--- src/hdl/lnq_pkg.sv ---
// Shared constants, codes and types of the lever notch quantizer.
`timescale 1ns / 1ps

package lnq_pkg;

    localparam int SAMPLE_BITS        = 10;
    localparam int LEVEL_W            = 10;
    localparam int STEP_W             = 6;
    localparam int FUNC_W             = 2;
    localparam int TIDX_W             = 5;
    localparam int REPORT_W           = 5;
    localparam int CFG_IDX_W          = 3;
    localparam int CFG_DATA_W         = 10;
    localparam int TABLE_DEPTH_DEF    = 32;
    localparam int WINDOW_SAMPLES_DEF = 100;

    localparam logic [LEVEL_W-1:0] FWD_LEVEL_RST     = 10'd1023;
    localparam logic [LEVEL_W-1:0] NEUTRAL_LEVEL_RST = 10'd512;
    localparam logic [LEVEL_W-1:0] REVERSE_LEVEL_RST = 10'd0;
    localparam logic [STEP_W-1:0]  STEPS_RST         = 6'd2;

    typedef enum logic [FUNC_W-1:0] {
        FUNC_SAMPLE   = 2'd0,
        FUNC_BRAKE_WR = 2'd1,
        FUNC_POWER_WR = 2'd2
    } t_func;

    typedef enum logic [1:0] {
        KIND_REVERSER = 2'd0,
        KIND_BRAKE    = 2'd1,
        KIND_POWER    = 2'd2
    } t_kind;

    typedef enum logic [1:0] {
        REV_NEUTRAL = 2'd0,
        REV_BACK    = 2'd1,
        REV_FORWARD = 2'd2
    } t_rev;

    typedef enum logic [CFG_IDX_W-1:0] {
        CFG_FWD_LEVEL     = 3'd0,
        CFG_NEUTRAL_LEVEL = 3'd1,
        CFG_REVERSE_LEVEL = 3'd2,
        CFG_BRAKE_STEPS   = 3'd3,
        CFG_POWER_STEPS   = 3'd4
    } t_cfg_idx;

    typedef enum logic [2:0] {
        ST_IDLE,
        ST_REV_FWD,
        ST_REV_BACK,
        ST_TBL_FIRST,
        ST_TBL_NEXT,
        ST_TBL_CMP,
        ST_EMIT
    } t_state;

    typedef struct packed {
        logic gt;
        logic lt;
    } t_cmp;

endpackage

--- src/hdl/lnq_in_if.sv ---
// Input item channel: sample triples and table loads.
`timescale 1ns / 1ps

interface lnq_in_if;
    logic                                valid;
    logic                                ready;
    logic [lnq_pkg::FUNC_W-1:0]          func;
    logic [lnq_pkg::SAMPLE_BITS-1:0]     reverser_sample;
    logic [lnq_pkg::SAMPLE_BITS-1:0]     power_sample;
    logic [lnq_pkg::SAMPLE_BITS-1:0]     brake_sample;
    logic [lnq_pkg::TIDX_W-1:0]          table_index;
    logic [lnq_pkg::LEVEL_W-1:0]         table_value;

    modport source (
        output valid, func, reverser_sample, power_sample, brake_sample,
               table_index, table_value,
        input  ready
    );
    modport sink (
        input  valid, func, reverser_sample, power_sample, brake_sample,
               table_index, table_value,
        output ready
    );
endinterface

--- src/hdl/lnq_out_if.sv ---
// Report channel: changed reverser position or notch.
`timescale 1ns / 1ps

interface lnq_out_if;
    logic                            valid;
    logic                            ready;
    lnq_pkg::t_kind                  report_kind;
    logic [lnq_pkg::REPORT_W-1:0]    report_value;
    logic                            last_report;

    modport source (
        output valid, report_kind, report_value, last_report,
        input  ready
    );
    modport sink (
        input  valid, report_kind, report_value, last_report,
        output ready
    );
endinterface

--- src/hdl/lnq_table_ram.sv ---
// Calibration table memory: one write port, one registered read port.
`timescale 1ns / 1ps

module lnq_table_ram #(
    parameter int DEPTH = lnq_pkg::TABLE_DEPTH_DEF,
    parameter int AW    = $clog2(lnq_pkg::TABLE_DEPTH_DEF)
) (
    input  logic                         i_clk,
    input  logic                         i_we,
    input  logic [AW-1:0]                i_waddr,
    input  logic [lnq_pkg::LEVEL_W-1:0]  i_wdata,
    input  logic [AW-1:0]                i_raddr,
    output logic [lnq_pkg::LEVEL_W-1:0]  o_rdata
);

    logic [lnq_pkg::LEVEL_W-1:0] r_mem [DEPTH];
    logic [lnq_pkg::LEVEL_W-1:0] r_rdata;

    always_ff @(posedge i_clk) begin
        if (i_we) begin
            r_mem[i_waddr] <= i_wdata;
        end
        r_rdata <= r_mem[i_raddr];
    end

    assign o_rdata = r_rdata;

endmodule

--- src/hdl/lnq_thresh_unit.sv ---
// Shared threshold unit: midpoint of two levels, scale by window, compare with a sum.
`timescale 1ns / 1ps

module lnq_thresh_unit #(
    parameter int WINDOW_SAMPLES = lnq_pkg::WINDOW_SAMPLES_DEF,
    parameter int SUM_W          = 17
) (
    input  logic [lnq_pkg::LEVEL_W-1:0] i_from,
    input  logic [lnq_pkg::LEVEL_W-1:0] i_to,
    input  logic [SUM_W-1:0]            i_sum,
    output lnq_pkg::t_cmp               o_cmp
);

    localparam int LW     = lnq_pkg::LEVEL_W;
    localparam int PROD_W = LW + $clog2(WINDOW_SAMPLES + 1);
    localparam int CMP_W  = (PROD_W > SUM_W) ? PROD_W : SUM_W;

    logic signed [LW:0] diff;
    logic signed [LW:0] half;
    logic signed [LW:0] mid_full;
    logic [LW-1:0]      mid;
    logic [PROD_W-1:0]  prod;
    logic [CMP_W-1:0]   sum_x;
    logic [CMP_W-1:0]   prod_x;

    always_comb begin
        diff     = $signed({1'b0, i_to}) - $signed({1'b0, i_from});
        // halve toward zero
        half     = (diff + $signed({{LW{1'b0}}, diff[LW]})) >>> 1;
        mid_full = $signed({1'b0, i_from}) + half;
        mid      = mid_full[LW-1:0];
        prod     = PROD_W'(mid) * PROD_W'(WINDOW_SAMPLES);
        sum_x    = CMP_W'(i_sum);
        prod_x   = CMP_W'(prod);
        o_cmp.gt = (sum_x > prod_x);
        o_cmp.lt = (sum_x < prod_x);
    end

endmodule

--- src/hdl/lever_notch_quantizer_core.sv ---
// Lever notch quantizer top level: window sums, sequencer and report output.
`timescale 1ns / 1ps

// Sample triples and table loads are each taken only while the block is idle.
// The sample that closes a window starts the classification walk, during which the
// input is not ready: first the two reverser thresholds, then for each table at most
// n-1 thresholds (n the clamped notch count), one table entry read per cycle
// from its memory and one threshold a cycle through the single midpoint, multiply
// and compare unit, ending early at the first matching notch window. Changed
// positions then leave on the report channel one per cycle while it is ready,
// reverser first, then brake, then power, the last one flagged.
module lever_notch_quantizer_core #(
    parameter int TABLE_DEPTH    = lnq_pkg::TABLE_DEPTH_DEF,
    parameter int WINDOW_SAMPLES = lnq_pkg::WINDOW_SAMPLES_DEF
) (
    input  logic                             i_clk,
    input  logic                             i_rst_n,
    lnq_in_if.sink                           i_item,
    lnq_out_if.source                        o_report,
    input  logic                             i_cfg_we,
    input  logic [lnq_pkg::CFG_IDX_W-1:0]    i_cfg_index,
    input  logic [lnq_pkg::CFG_DATA_W-1:0]   i_cfg_data
);

    localparam int AW      = $clog2(TABLE_DEPTH);
    localparam int CNT_W   = $clog2(WINDOW_SAMPLES + 1);
    localparam int SUM_W   = lnq_pkg::SAMPLE_BITS + CNT_W;
    localparam int LW      = lnq_pkg::LEVEL_W;
    localparam int SW      = lnq_pkg::STEP_W;
    localparam int CLAMP_W = lnq_pkg::STEP_W + 1;
    localparam int RW      = lnq_pkg::REPORT_W;

    lnq_pkg::t_state  r_state, n_state;
    logic [LW-1:0]    r_fwd_level, r_neu_level, r_rev_level;
    logic [SW-1:0]    r_brake_steps, r_power_steps;
    logic [SUM_W-1:0] r_rev_sum, r_pwr_sum, r_brk_sum;
    logic [CNT_W-1:0] r_count;
    lnq_pkg::t_rev    r_rev_pos;
    logic [AW-1:0]    r_last_brk, r_last_pwr;
    logic             r_pend_rev, r_pend_brk, r_pend_pwr;
    logic             r_fwd_gt, r_fwd_lt;
    logic             r_sel;
    logic [AW-1:0]    r_idx;
    logic             r_flag;
    logic [LW-1:0]    r_prev;

    logic             item_xfer, report_xfer, is_sample, window_end;
    logic             brk_we, pwr_we;
    logic             idx_ok;
    logic [AW-1:0]    waddr;
    logic [AW-1:0]    rd_addr;
    logic [AW:0]      rd_addr_w;
    logic [LW-1:0]    brk_rdata, pwr_rdata, rd_data;
    logic [LW-1:0]    unit_from, unit_to;
    logic [SUM_W-1:0] unit_sum;
    lnq_pkg::t_cmp    cmp;
    logic [SW-1:0]    steps;
    logic [CLAMP_W-1:0] steps_x, clamped;
    logic [AW-1:0]    last_j, top_notch;
    logic             hit_a, keep_b, found, walk_done;
    logic [AW-1:0]    walk_notch;
    logic             pwr_change;

    assign item_xfer   = i_item.valid && i_item.ready;
    assign report_xfer = o_report.valid && o_report.ready;
    assign is_sample   = (lnq_pkg::t_func'(i_item.func) == lnq_pkg::FUNC_SAMPLE);
    assign window_end  = (r_count == CNT_W'(WINDOW_SAMPLES - 1));
    assign idx_ok      = (CLAMP_W'(i_item.table_index) < CLAMP_W'(TABLE_DEPTH));
    assign waddr       = AW'(i_item.table_index);
    assign brk_we      = item_xfer && idx_ok &&
                         (lnq_pkg::t_func'(i_item.func) == lnq_pkg::FUNC_BRAKE_WR);
    assign pwr_we      = item_xfer && idx_ok &&
                         (lnq_pkg::t_func'(i_item.func) == lnq_pkg::FUNC_POWER_WR);
    assign rd_data     = r_sel ? pwr_rdata : brk_rdata;

    lnq_table_ram #(.DEPTH(TABLE_DEPTH), .AW(AW)) u_brake_ram (
        .i_clk   (i_clk),
        .i_we    (brk_we),
        .i_waddr (waddr),
        .i_wdata (i_item.table_value),
        .i_raddr (rd_addr),
        .o_rdata (brk_rdata)
    );

    lnq_table_ram #(.DEPTH(TABLE_DEPTH), .AW(AW)) u_power_ram (
        .i_clk   (i_clk),
        .i_we    (pwr_we),
        .i_waddr (waddr),
        .i_wdata (i_item.table_value),
        .i_raddr (rd_addr),
        .o_rdata (pwr_rdata)
    );

    lnq_thresh_unit #(.WINDOW_SAMPLES(WINDOW_SAMPLES), .SUM_W(SUM_W)) u_thresh (
        .i_from (unit_from),
        .i_to   (unit_to),
        .i_sum  (unit_sum),
        .o_cmp  (cmp)
    );

    // notch window walk
    always_comb begin
        steps   = r_sel ? r_power_steps : r_brake_steps;
        steps_x = CLAMP_W'(steps);
        priority if (steps_x < CLAMP_W'(2)) begin
            clamped = CLAMP_W'(2);
        end else if (steps_x > CLAMP_W'(TABLE_DEPTH)) begin
            clamped = CLAMP_W'(TABLE_DEPTH);
        end else begin
            clamped = steps_x;
        end
        last_j     = AW'(clamped - CLAMP_W'(2));
        top_notch  = AW'(clamped - CLAMP_W'(1));
        hit_a      = r_sel ? cmp.gt : cmp.lt;
        keep_b     = r_sel ? cmp.lt : cmp.gt;
        found      = (r_idx == '0) ? hit_a : (r_flag && hit_a);
        walk_done  = found || (r_idx == last_j);
        walk_notch = found ? r_idx : top_notch;
        pwr_change = (walk_notch != r_last_pwr);
    end

    // next state
    always_comb begin
        n_state = r_state;
        unique case (r_state)
            lnq_pkg::ST_IDLE: begin
                if (item_xfer && is_sample && window_end) begin
                    n_state = lnq_pkg::ST_REV_FWD;
                end
            end
            lnq_pkg::ST_REV_FWD:   n_state = lnq_pkg::ST_REV_BACK;
            lnq_pkg::ST_REV_BACK:  n_state = lnq_pkg::ST_TBL_FIRST;
            lnq_pkg::ST_TBL_FIRST: n_state = lnq_pkg::ST_TBL_NEXT;
            lnq_pkg::ST_TBL_NEXT:  n_state = lnq_pkg::ST_TBL_CMP;
            lnq_pkg::ST_TBL_CMP: begin
                if (walk_done) begin
                    if (!r_sel) begin
                        n_state = lnq_pkg::ST_TBL_FIRST;
                    end else if (r_pend_rev || r_pend_brk || pwr_change) begin
                        n_state = lnq_pkg::ST_EMIT;
                    end else begin
                        n_state = lnq_pkg::ST_IDLE;
                    end
                end
            end
            lnq_pkg::ST_EMIT: begin
                if (report_xfer && o_report.last_report) begin
                    n_state = lnq_pkg::ST_IDLE;
                end
            end
            default: n_state = lnq_pkg::ST_IDLE;
        endcase
    end

    // outputs and datapath selects
    always_comb begin
        i_item.ready = (r_state == lnq_pkg::ST_IDLE);
        o_report.valid = (r_state == lnq_pkg::ST_EMIT);
        priority if (r_pend_rev) begin
            o_report.report_kind  = lnq_pkg::KIND_REVERSER;
            o_report.report_value = RW'(r_rev_pos);
            o_report.last_report  = !(r_pend_brk || r_pend_pwr);
        end else if (r_pend_brk) begin
            o_report.report_kind  = lnq_pkg::KIND_BRAKE;
            o_report.report_value = RW'(r_last_brk);
            o_report.last_report  = !r_pend_pwr;
        end else begin
            o_report.report_kind  = lnq_pkg::KIND_POWER;
            o_report.report_value = RW'(r_last_pwr);
            o_report.last_report  = 1'b1;
        end

        rd_addr_w = '0;
        unit_from = '0;
        unit_to   = '0;
        unit_sum  = '0;
        unique case (r_state)
            lnq_pkg::ST_REV_FWD: begin
                unit_from = r_neu_level;
                unit_to   = r_fwd_level;
                unit_sum  = r_rev_sum;
            end
            lnq_pkg::ST_REV_BACK: begin
                unit_from = r_neu_level;
                unit_to   = r_rev_level;
                unit_sum  = r_rev_sum;
            end
            lnq_pkg::ST_TBL_NEXT: begin
                rd_addr_w = (AW + 1)'(1);
            end
            lnq_pkg::ST_TBL_CMP: begin
                rd_addr_w = {1'b0, r_idx} + (AW + 1)'(2);
                unit_from = r_sel ? rd_data : r_prev;
                unit_to   = r_sel ? r_prev : rd_data;
                unit_sum  = r_sel ? r_pwr_sum : r_brk_sum;
            end
            default: begin
                rd_addr_w = '0;
            end
        endcase
        rd_addr = rd_addr_w[AW-1:0];
    end

    // control and state registers
    always_ff @(posedge i_clk) begin
        if (!i_rst_n) begin
            r_state       <= lnq_pkg::ST_IDLE;
            r_fwd_level   <= lnq_pkg::FWD_LEVEL_RST;
            r_neu_level   <= lnq_pkg::NEUTRAL_LEVEL_RST;
            r_rev_level   <= lnq_pkg::REVERSE_LEVEL_RST;
            r_brake_steps <= lnq_pkg::STEPS_RST;
            r_power_steps <= lnq_pkg::STEPS_RST;
            r_rev_sum     <= '0;
            r_pwr_sum     <= '0;
            r_brk_sum     <= '0;
            r_count       <= '0;
            r_rev_pos     <= lnq_pkg::REV_NEUTRAL;
            r_last_brk    <= '0;
            r_last_pwr    <= '0;
            r_pend_rev    <= 1'b0;
            r_pend_brk    <= 1'b0;
            r_pend_pwr    <= 1'b0;
        end else begin
            r_state <= n_state;

            if (i_cfg_we) begin
                unique case (lnq_pkg::t_cfg_idx'(i_cfg_index))
                    lnq_pkg::CFG_FWD_LEVEL:     r_fwd_level   <= i_cfg_data[LW-1:0];
                    lnq_pkg::CFG_NEUTRAL_LEVEL: r_neu_level   <= i_cfg_data[LW-1:0];
                    lnq_pkg::CFG_REVERSE_LEVEL: r_rev_level   <= i_cfg_data[LW-1:0];
                    lnq_pkg::CFG_BRAKE_STEPS:   r_brake_steps <= i_cfg_data[SW-1:0];
                    lnq_pkg::CFG_POWER_STEPS:   r_power_steps <= i_cfg_data[SW-1:0];
                    default: begin
                    end
                endcase
            end

            if (r_state == lnq_pkg::ST_IDLE && item_xfer && is_sample) begin
                r_rev_sum <= r_rev_sum + SUM_W'(i_item.reverser_sample);
                r_pwr_sum <= r_pwr_sum + SUM_W'(i_item.power_sample);
                r_brk_sum <= r_brk_sum + SUM_W'(i_item.brake_sample);
                r_count   <= r_count + CNT_W'(1);
            end

            if (r_state == lnq_pkg::ST_REV_BACK) begin
                priority if (r_fwd_gt && r_rev_pos != lnq_pkg::REV_FORWARD) begin
                    r_rev_pos  <= lnq_pkg::REV_FORWARD;
                    r_pend_rev <= 1'b1;
                end else if (cmp.lt && r_rev_pos != lnq_pkg::REV_BACK) begin
                    r_rev_pos  <= lnq_pkg::REV_BACK;
                    r_pend_rev <= 1'b1;
                end else if (cmp.gt && r_fwd_lt && r_rev_pos != lnq_pkg::REV_NEUTRAL) begin
                    r_rev_pos  <= lnq_pkg::REV_NEUTRAL;
                    r_pend_rev <= 1'b1;
                end else begin
                    r_pend_rev <= 1'b0;
                end
            end

            if (r_state == lnq_pkg::ST_TBL_CMP && walk_done) begin
                if (!r_sel) begin
                    if (walk_notch != r_last_brk) begin
                        r_last_brk <= walk_notch;
                        r_pend_brk <= 1'b1;
                    end
                end else if (pwr_change) begin
                    r_last_pwr <= walk_notch;
                    r_pend_pwr <= 1'b1;
                end
            end

            if (r_state == lnq_pkg::ST_EMIT && report_xfer) begin
                priority if (r_pend_rev) begin
                    r_pend_rev <= 1'b0;
                end else if (r_pend_brk) begin
                    r_pend_brk <= 1'b0;
                end else begin
                    r_pend_pwr <= 1'b0;
                end
            end

            // close the window
            if (r_state != lnq_pkg::ST_IDLE && n_state == lnq_pkg::ST_IDLE) begin
                r_rev_sum <= '0;
                r_pwr_sum <= '0;
                r_brk_sum <= '0;
                r_count   <= '0;
            end
        end
    end

    // walk registers
    always_ff @(posedge i_clk) begin
        unique case (r_state)
            lnq_pkg::ST_REV_FWD: begin
                r_fwd_gt <= cmp.gt;
                r_fwd_lt <= cmp.lt;
            end
            lnq_pkg::ST_REV_BACK: begin
                r_sel <= 1'b0;
            end
            lnq_pkg::ST_TBL_FIRST: begin
                r_idx  <= '0;
                r_flag <= 1'b0;
            end
            lnq_pkg::ST_TBL_NEXT: begin
                r_prev <= rd_data;
            end
            lnq_pkg::ST_TBL_CMP: begin
                r_prev <= rd_data;
                r_flag <= keep_b;
                r_idx  <= r_idx + AW'(1);
                if (walk_done) begin
                    r_sel <= 1'b1;
                end
            end
            default: begin
            end
        endcase
    end

    a_no_overlap: assert property (@(posedge i_clk) disable iff (!i_rst_n)
        !(i_item.ready && o_report.valid))
        else $error("input taken while reports pending");

    a_emit_has_work: assert property (@(posedge i_clk) disable iff (!i_rst_n)
        o_report.valid |-> (r_pend_rev || r_pend_brk || r_pend_pwr))
        else $error("report shown with nothing pending");

    a_last_closes: assert property (@(posedge i_clk) disable iff (!i_rst_n)
        (report_xfer && o_report.last_report) |=>
            (r_state == lnq_pkg::ST_IDLE && r_count == '0 && r_brk_sum == '0))
        else $error("window not closed after last report");

    a_walk_bound: assert property (@(posedge i_clk) disable iff (!i_rst_n)
        (r_state == lnq_pkg::ST_TBL_CMP) |-> (r_idx <= last_j))
        else $error("table walk past last threshold");

    a_count_bound: assert property (@(posedge i_clk) disable iff (!i_rst_n)
        (r_state == lnq_pkg::ST_IDLE) |-> (r_count < CNT_W'(WINDOW_SAMPLES)))
        else $error("sample count reached window while idle");

endmodule
--- src/flat_wrapper.sv ---
// flat-port wrapper written by rule: the top's interface ports become plain ports
module lever_notch_quantizer_core_flat 
#(
    parameter int TABLE_DEPTH    = lnq_pkg::TABLE_DEPTH_DEF,
    parameter int WINDOW_SAMPLES = lnq_pkg::WINDOW_SAMPLES_DEF
)
  (i_clk, i_rst_n, i_cfg_we, i_cfg_index, i_cfg_data, i_item_valid, i_item_func, i_item_reverser_sample, i_item_power_sample, i_item_brake_sample, i_item_table_index, i_item_table_value, i_item_ready, o_report_valid, o_report_report_kind, o_report_report_value, o_report_last_report, o_report_ready);
  lnq_in_if i_item_i ();
  lnq_out_if o_report_i ();
  input  logic i_clk;
  input  logic i_rst_n;
  input  logic i_cfg_we;
  input  logic [lnq_pkg::CFG_IDX_W-1:0] i_cfg_index;
  input  logic [lnq_pkg::CFG_DATA_W-1:0] i_cfg_data;
  input wire logic [$bits(i_item_i.valid)-1:0] i_item_valid;
  input wire logic [$bits(i_item_i.func)-1:0] i_item_func;
  input wire logic [$bits(i_item_i.reverser_sample)-1:0] i_item_reverser_sample;
  input wire logic [$bits(i_item_i.power_sample)-1:0] i_item_power_sample;
  input wire logic [$bits(i_item_i.brake_sample)-1:0] i_item_brake_sample;
  input wire logic [$bits(i_item_i.table_index)-1:0] i_item_table_index;
  input wire logic [$bits(i_item_i.table_value)-1:0] i_item_table_value;
  output wire logic [$bits(i_item_i.ready)-1:0] i_item_ready;
  output wire logic [$bits(o_report_i.valid)-1:0] o_report_valid;
  output wire logic [$bits(o_report_i.report_kind)-1:0] o_report_report_kind;
  output wire logic [$bits(o_report_i.report_value)-1:0] o_report_report_value;
  output wire logic [$bits(o_report_i.last_report)-1:0] o_report_last_report;
  input wire logic [$bits(o_report_i.ready)-1:0] o_report_ready;
  assign i_item_i.valid = i_item_valid;
  assign i_item_i.func = i_item_func;
  assign i_item_i.reverser_sample = i_item_reverser_sample;
  assign i_item_i.power_sample = i_item_power_sample;
  assign i_item_i.brake_sample = i_item_brake_sample;
  assign i_item_i.table_index = i_item_table_index;
  assign i_item_i.table_value = i_item_table_value;
  assign i_item_ready = i_item_i.ready;
  assign o_report_valid = o_report_i.valid;
  assign o_report_report_kind = o_report_i.report_kind;
  assign o_report_report_value = o_report_i.report_value;
  assign o_report_last_report = o_report_i.last_report;
  assign o_report_i.ready = o_report_ready;
  lever_notch_quantizer_core #(.TABLE_DEPTH(TABLE_DEPTH), .WINDOW_SAMPLES(WINDOW_SAMPLES)) u_core (.i_clk(i_clk), .i_rst_n(i_rst_n), .i_item(i_item_i), .o_report(o_report_i), .i_cfg_we(i_cfg_we), .i_cfg_index(i_cfg_index), .i_cfg_data(i_cfg_data));
endmodule
--- config.mk ---
export PLATFORM = sky130hd
export DESIGN_NAME = lever_notch_quantizer_core_flat
export DESIGN_NICKNAME = d
export VERILOG_FILES = /design/src/hdl/lnq_pkg.sv /design/src/hdl/lnq_in_if.sv /design/src/hdl/lnq_out_if.sv /design/src/hdl/lnq_table_ram.sv /design/src/hdl/lnq_thresh_unit.sv /design/src/hdl/lever_notch_quantizer_core.sv /design/src/flat_wrapper.sv
export SDC_FILE = /design/constraint.sdc
export NUM_CORES = 1
export LEC_CHECK = 0
export BUFFER_PORTS_ARGS = -buffer_cell sky130_fd_sc_hd__buf_2
export CAP_MARGIN = 20
export CELL_PAD_IN_SITES_DETAIL_PLACEMENT = 2
export CELL_PAD_IN_SITES_GLOBAL_PLACEMENT = 2
export CORE_MARGIN = 1
export CORE_UTILIZATION = 41
export DETAILED_ROUTE_END_ITERATION = 7
export HOLD_SLACK_MARGIN = 0.06
export PLACE_DENSITY = 0.83
export SETUP_SLACK_MARGIN = 0.15
export SLEW_MARGIN = 40
export SYNTH_ARGS = -nofsm -noshare
export SYNTH_HDL_FRONTEND = slang
export SYNTH_SLANG_ARGS = --single-unit
--- constraint.sdc ---
create_clock -name i_clk -period 10.5 [get_ports i_clk]
set_input_delay 1.575 -clock i_clk [delete_from_list [all_inputs] [get_ports i_clk]]
set_output_delay 1.575 -clock i_clk [all_outputs]
set_load 0.005 [all_outputs]
==> results.yml, run 1 <==
worst_setup_path:
  arrival_ns: 11.20
  crit_type: "reg -> reg"
  crit_top_cell: "ha_1"
  r2r_start: "u_core.r_sel$_DFFE_PP_"
  r2r_cells: 52
  worstPathRequired_ns: 11.02
  crit_start: "u_core.r_sel$_DFFE_PP_"
  critPathLaunchType: "register"
  cp_max_fo: 10
  ff2ff_setup_slack_ns: -0.18
  critPathMaxStageDelay_ns: 0.49
  slowest_stage: "edfxtp_1"
  reg2reg_to: "u_core.r_count[5]$_SDFFE_PP0P_"
  crit_path_end_kind: "register"
synthesis:
  netlist_instances: 2567
  synth_edf_count: 659
  synth_xor_area_share_pct: 2.08
  synth_top_family_by_area: "multiplexers"
  netlist_area_mm2: 0.0357
  synth-simple-area-share_pct: 9.54
  async_flop_share_pct: 0
  yosys.area_share.adder_pct: 4.30
  synth-compound-area-share_pct: 6.57
  synth-seq-cells: 797
  synthMuxAreaShare_pct: 11.9
  yosys_most_used_dff: "edfxtp_1"
  ys_types: 78
  syn_nets: 2748
  yosysWarnings: 0
  ys_seq_area_share_pct: 63.1
  syn_avg_cell_area_um2: 13.9
global_route:
  grt_pass1_wl_mm: 179
  grt_antenna_before_repair: 1
  grt-ovfl-total: 0
  grt_start_max_net_pins: 131
  grt_pass1_vias: 25900
  track_usage_pct: 27.2
drt:
  avgViaCountPerCell: 6.08
  wl_per_cell_um: 32.2
  ant_nets: 0
  drtIter0Drc: 2058
  route.detailed.drc: 0
  totalWireLength_mm: 127
  vias: 24000
  firstDrtPassIters: 5
status:
  violations: "negative setup slack"
  outcome: "finished with violations"
job:
  max_cap_viol_count: 0
final_layout:
  finalNetCount: 2906
  fin_cells: 3937
  syn2layout_area_growth_pct: 17.5
  drive_gt1_share_pct: 24.8
floorplan:
  die-area_mm2: 0.0883
  coreArea_mm2: 0.0857
  ioPinCount: 75
  die_height_um: 297
  die_x_um: 297
  num_rows: 107
  start_util_pct: 41.7
sta:
  fin_setup_tns_ns: -7.85
  grt_setup_unrepaired: "yes"
  period_minus_slack_ns: 10.68
  relSlewSlack_pct: 40.4
  fin_crit_sh_pct: 102
  fmax_mhz: 93.6
  finalSetupViolations: 64
  worst_slack_ns: -0.183
  hold_viol_final: 0
  fin_skew_ns: 0.0620
  drv_slew: 0
  tightest_slew_ns: 0.885
place:
  port_buffers: 74
  place_inst: 3723
  gp_routability_congestion: 0.858
  dp_hpwl_mm: 71.7
clocking:
  htreeDepth: 3
  cts.sinks: 797
  cts_tree: "done"
  clock_latency_ns: 0.70
  cts_inserted_buffers: 86
  cts_root_buf: "clkbuf_16"
  clockBufferDepth: 3
  path_clk_slew_ns: 0.06
power:
  power_mw: 11.3
  pwr_density_cell_mw_per_mm2: 268
  ir_drop_uv: 265
  p_leak_nw: 14.6
min_path:
  hold_path_class: "reg -> reg"
  hp-start: "u_core.r_rev_level[9]$_SDFFE_PN0P_"
  min_to: "u_core.r_rev_level[9]$_SDFFE_PN0P_"
  hold_depth: 2
kinds of logic after synthesis:
logic type,count (synthesis)
flops,797
simple gates,771
fa+ha+maj,117
mux,225
buf+inv,217
compound gates,357
xor+xnor,83
worst max-delay path, delay by kind of cell, from the launching register on:
family	cells	cell delay (ns)
AO/OA/AOI/OAI	20	3.55
XOR/XNOR	3	0.40
adder cells (fa/ha/maj)	8	2.48
buffers and inverters	11	1.68
flip-flops	1	0.49
multiplexers	1	0.16
AND/OR/NAND/NOR	9	1.73
sequential cells by signal, summed over array words and instances (netlist names), 10 cells and up:
signal	cells
u_core.u_power_ram.o_rdata	10
u_core.r_rev_sum	17
u_core.u_power_ram.r_mem	320
u_core.r_fwd_level	10
u_core.r_pwr_sum	17
u_core.r_rev_level	10
u_core.r_neu_level	10
u_core.u_brake_ram.r_mem	320
u_core.r_prev	10
u_core.r_brk_sum	17
u_core.u_brake_ram.o_rdata	10
metal layers:
metal | global-route usage (%) | wire length, um
met1 | 34.1 | 50300
met2 | 48.0 | 65600
met3 | 3.53 | 6050
met4 | 10.1 | 5010
met5 | 0 | 0
how the worst max path moves through the flow:
stage                                              endpoint
after global placement     u_core.r_rev_sum[8]$_SDFFE_PP0P_
after detailed placement  u_core.r_rev_sum[11]$_SDFFE_PP0P_
after global routing         u_core.r_count[5]$_SDFFE_PP0P_
after floorplan           u_core.r_pwr_sum[14]$_SDFFE_PP0P_
after CTS                 u_core.r_rev_sum[11]$_SDFFE_PP0P_
final                        u_core.r_count[5]$_SDFFE_PP0P_
layout make-up:
class                           count  area (um^2)
Tap cell                         1144         1430
Clock buffer                      104         2240
Antenna cell                        1         2.50
Sequential cell                   797        22600
Clock inverter                     51          646
Inverter                           86          323
Fill cell                        7969        43700
Multi-Input combinational cell   1553        13000
Timing Repair Buffer              201         1750
Yosys cell counts, drive strengths merged, types with 7 or more instances:
| cell | instances | area, um^2 |
|---|---|---|
| xor2 | 35 | 307 |
| nand4 | 7 | 43.8 |
| a21boi | 19 | 143 |
| fa | 10 | 200 |
| o21bai | 7 | 52.6 |
| dfxtp | 138 | 2760 |
| nor2b | 19 | 119 |
| xnor2 | 47 | 412 |
| a22oi | 17 | 128 |
| o21a | 18 | 135 |
| nand3 | 128 | 641 |
| nor2 | 149 | 559 |
| ha | 106 | 1330 |
| a211oi | 15 | 118 |
| and2 | 10 | 62.6 |
| o22ai | 10 | 62.6 |
| and3 | 14 | 87.6 |
| a21oi | 129 | 721 |
| nand3b | 10 | 75.1 |
| nand2 | 358 | 1340 |
| clkbuf | 88 | 330 |
| inv | 86 | 323 |
| edfxtp | 659 | 19800 |
| or3 | 7 | 43.8 |
| nor3 | 33 | 165 |
| o21ai | 90 | 450 |
| nand2b | 8 | 50.1 |
| a21o | 8 | 60.1 |
| mux4 | 160 | 3600 |
| mux2i | 63 | 631 |
| buf | 43 | 226 |
| nor3b | 8 | 60.1 |
metrics by stage:
stage	hold slack, ns	instance area (um^2)	util, %	setup slack [ns]
3_5_place_dp	0.454	37800	44.1	-0.874
2_1_floorplan	0.436	35700	-	0.197
4_1_cts	0.467	41000	47.9	0.113
6_report	0.479	42000	49.0	-0.183
3_3_place_gp	0.450	37600	43.9	0.0561
5_1_grt	0.497	42000	49.0	-0.571
report_power, final:
group | leakage (nW) | switching (mW) | internal, mW
Clock | 1.38 | 1.43 | 1.79
Sequential | 7.04 | 0.0749 | 3.50
Combinational | 6.18 | 2.51 | 1.96
timing repair:
action | 4_1_cts | 5_1_grt
resized for setup | 50 | 98
endpoints found under the setup margin | 74 | 73
pin swaps | 20 | 54
buffers inserted | 15 | 29
cloned | 2 | 10
hold buffers | 0 | 0
placed cells by master, fill, tap and decap left out, types with 16 or more instances in the layout:
cell type,n
edfxtp_1,659
nand2_1,353
mux4_2,160
dfxtp_1,136
nand3_1,125
ha_1,98
clkbuf_16,94
a21oi_1,91
buf_4,83
o21ai_0,81
nor2_1,80
inv_1,78
buf_2,72
nor2_2,66
mux2i_1,61
xnor2_1,39
a21oi_2,33
xor2_1,32
nor3_1,26
buf_6,22
o21a_1,18
clkinv_1,17
nor2b_1,16
clkbuf_1,16
Power figures use the tool's default switching activity.
==> run 2, diff against run 1 <==
--- a/config.mk
+++ b/config.mk
@@ -10,10 +10,10 @@
 export CELL_PAD_IN_SITES_DETAIL_PLACEMENT = 2
 export CELL_PAD_IN_SITES_GLOBAL_PLACEMENT = 2
 export CORE_MARGIN = 1
-export CORE_UTILIZATION = 41
+export CORE_UTILIZATION = 46
 export DETAILED_ROUTE_END_ITERATION = 7
 export HOLD_SLACK_MARGIN = 0.06
-export PLACE_DENSITY = 0.83
+export PLACE_DENSITY = 0.88
 export SETUP_SLACK_MARGIN = 0.15
 export SLEW_MARGIN = 40
 export SYNTH_ARGS = -nofsm -noshare
==> constraint.sdc (replaced) <==
create_clock -name i_clk -period 10.25 [get_ports i_clk]
set_input_delay 1.5375 -clock i_clk [delete_from_list [all_inputs] [get_ports i_clk]]
set_output_delay 1.5375 -clock i_clk [all_outputs]
set_load 0.005 [all_outputs]
==> run 2 against run 1 <==
Effect of this change:
- highest routed layer is now met5
- cell count down 3.1%
- the run still ends with negative setup slack left
- clock skew down 0.021 ns
- global-route usage up 6.4 points
- non-clock buffer count down 14
- critical path type unchanged
==> results.yml, run 2 (synthesis gave the netlist of run 1 again) <==
final_layout:
  top_regs: "u_core.u_brake_ram.r_mem: 320 flops, u_core.u_power_ram.r_mem: 320 flops"
  final_cell_mix: "edfxtp_1 (659), nand2_1 (355), mux4_2 (160)"
  multi_input_area_mm2: 0.0130
  syn2layout_area_growth_pct: 16.8
  fill_cells: 6863
  fin_cells: 3816
  drive_gt1_share_pct: 24.6
  post-route-util_pct: 54.7
  regArea_mm2: 0.0226
  mostFrequentLayoutCell: "edfxtp_1"
  final_area_mm2: 0.0417
  finalNetCount: 2892
floorplan:
  coreArea_mm2: 0.0763
  start_util_pct: 46.8
  ioPinCount: 75
  die-area_mm2: 0.0788
  die_height_um: 281
  num_rows: 101
  die_x_um: 281
global_route:
  grt_antenna_before_repair: 5
  grt_pass1_vias: 26300
  track_usage_pct: 33.6
  grt_pass1_wl_mm: 190
  grt_start_max_net_pins: 78
  grt-ovfl-total: 0
clocking:
  clock_latency_ns: 0.67
  path_clk_slew_ns: 0.07
  clockBufferDepth: 3
  cts_root_buf: "clkbuf_16"
  cts.sinks: 797
  cts_inserted_buffers: 86
  cts_tree: "done"
  htreeDepth: 3
  hold_buffers: 0
worst_setup_path:
  crit_path_end_kind: "register"
  crit_top_cell: "a21oi_2"
  slowest_stage: "a2111o_2"
  crit_type: "reg -> reg"
  worstPathRequired_ns: 10.76
  crit_buf_inv: 7
  r2r_cells: 51
  reg2reg_to: "u_core.r_count[3]$_SDFFE_PP0P_"
  r2r_start: "u_core.r_state[2]$_SDFF_PN0_"
  worst_path_dominant_cell_family: "compound AO/OA/AOI/OAI gates"
  cp_max_fo: 8
  arrival_ns: 11.55
  ff2ff_setup_slack_ns: -0.78
  critPathMaxStageDelay_ns: 0.61
  critPathLaunchType: "register"
sta:
  period_minus_slack_ns: 11.03
  tightest_slew_ns: 0.988
  fmax_mhz: 90.6
  relSlewSlack_pct: 33.8
  fin_setup_tns_ns: -46.12
  finalSetupViolations: 70
  hold_ws_ns: 0.481
  fin_crit_sh_pct: 108
  grt_setup_unrepaired: "yes"
  worst_slack_ns: -0.785
  fin_skew_ns: 0.0409
  drv_slew: 0
  hold_viol_final: 0
status:
  outcome: "finished with violations"
  violations: "negative setup slack"
drt:
  firstDrtPassIters: 7
  ant_nets: 0
  totalWireLength_mm: 139
  drtIter0Drc: 2285
  avgViaCountPerCell: 6.50
  vias: 24800
  wl_per_cell_um: 36.4
  route.detailed.drc: 0
min_path:
  hold_depth: 2
  hold_path_class: "reg -> reg"
  min_to: "u_core.r_rev_level[9]$_SDFFE_PN0P_"
  hp-start: "u_core.r_rev_level[9]$_SDFFE_PN0P_"
power:
  pwr_density_cell_mw_per_mm2: 281
  p_leak_nw: 14.6
  ir_drop_uv: 232
place:
  gp_routability_congestion: 0.917
  port_buffers: 74
  place_inst: 3599
  dp_hpwl_mm: 76.9
  placed_area_mm2: 0.0376
job:
  max_cap_viol_count: 0
run 2: changes by cell type in the layout (fill, tap and decap cells not counted), sizes merged:
cell	delta
clkinvlp	+2
clkinv	-1
inv	+4
buf	-11
clkbuf	-7
diode	+1
bufinv	+5
run 2: worst min-delay path, cell delays in order (launching register included):
cell	delay [ns]
dfxtp_1	0.32
nand2_1	0.06
a21oi_1	0.06
run 2: layer usage:
| metal | wire length, um | vias up | part of all wire [%] | track usage [%] |
|---|---|---|---|---|
| met3 | 8400 | 408 | 6.1 | 5.35 |
| met1 | 51000 | 13200 | 37 | 40.4 |
| met4 | 7470 | 8 | 5.4 | 14.3 |
| met2 | 71800 | 1289 | 52 | 59.8 |
| li1 | - | 9941 | - | - |
| met5 | 55 | - | 0.040 | 0 |
run 2: area by class of cell:
type | instances | area share (%)
tap | 1030 | 3.09
inverter | 86 | 0.774
sequential | 797 | 54.1
multi-input combinational | 1553 | 31.1
clock inverter | 61 | 1.89
antenna | 2 | 0.0120
clock buffer | 100 | 5.41
timing repair buffer | 187 | 3.69
run 2: power breakdown:
| group | switching (mW) | internal (mW) |
|---|---|---|
| clock | 1.49 | 1.98 |
| combinational | 2.69 | 1.89 |
| sequential | 0.0753 | 3.59 |
run 2: repair_timing:
action	4_1_cts	5_1_grt
setup endpoints to repair	74	74
pin swaps	26	52
gates cloned	1	6
buffers inserted	23	23
gates resized for setup	59	58
run 2: how the worst max path moves through the flow:
stage,start,end,slack [ns],cells after the start
final,u_core.r_state[2]$_SDFF_PN0_,u_core.r_count[3]$_SDFFE_PP0P_,-0.78,51
after floorplan,u_core.r_sel$_DFFE_PP_,u_core.r_pwr_sum[10]$_SDFFE_PP0P_,0.16,52
after detailed placement,u_core.r_sel$_DFFE_PP_,u_core.r_brk_sum[11]$_SDFFE_PP0P_,-0.88,48
after CTS,u_core.r_state[0]$_SDFF_PN0_,u_core.r_count[1]$_SDFFE_PP0P_,0.15,51
after global placement,u_core.r_state[0]$_SDFF_PN0_,u_core.r_brk_sum[11]$_SDFFE_PP0P_,-0.04,49
after global routing,u_core.r_state[2]$_SDFF_PN0_,u_core.r_count[3]$_SDFFE_PP0P_,-1.08,52
run 2: through the flow:
step	power (mW)	worst slack, ns
floorplan	6.14	0.158
global placement	6.86	-0.0356
detailed placement	7.17	-0.883
CTS	11.0	0.148
global route	12.1	-1.08
finish	11.7	-0.785
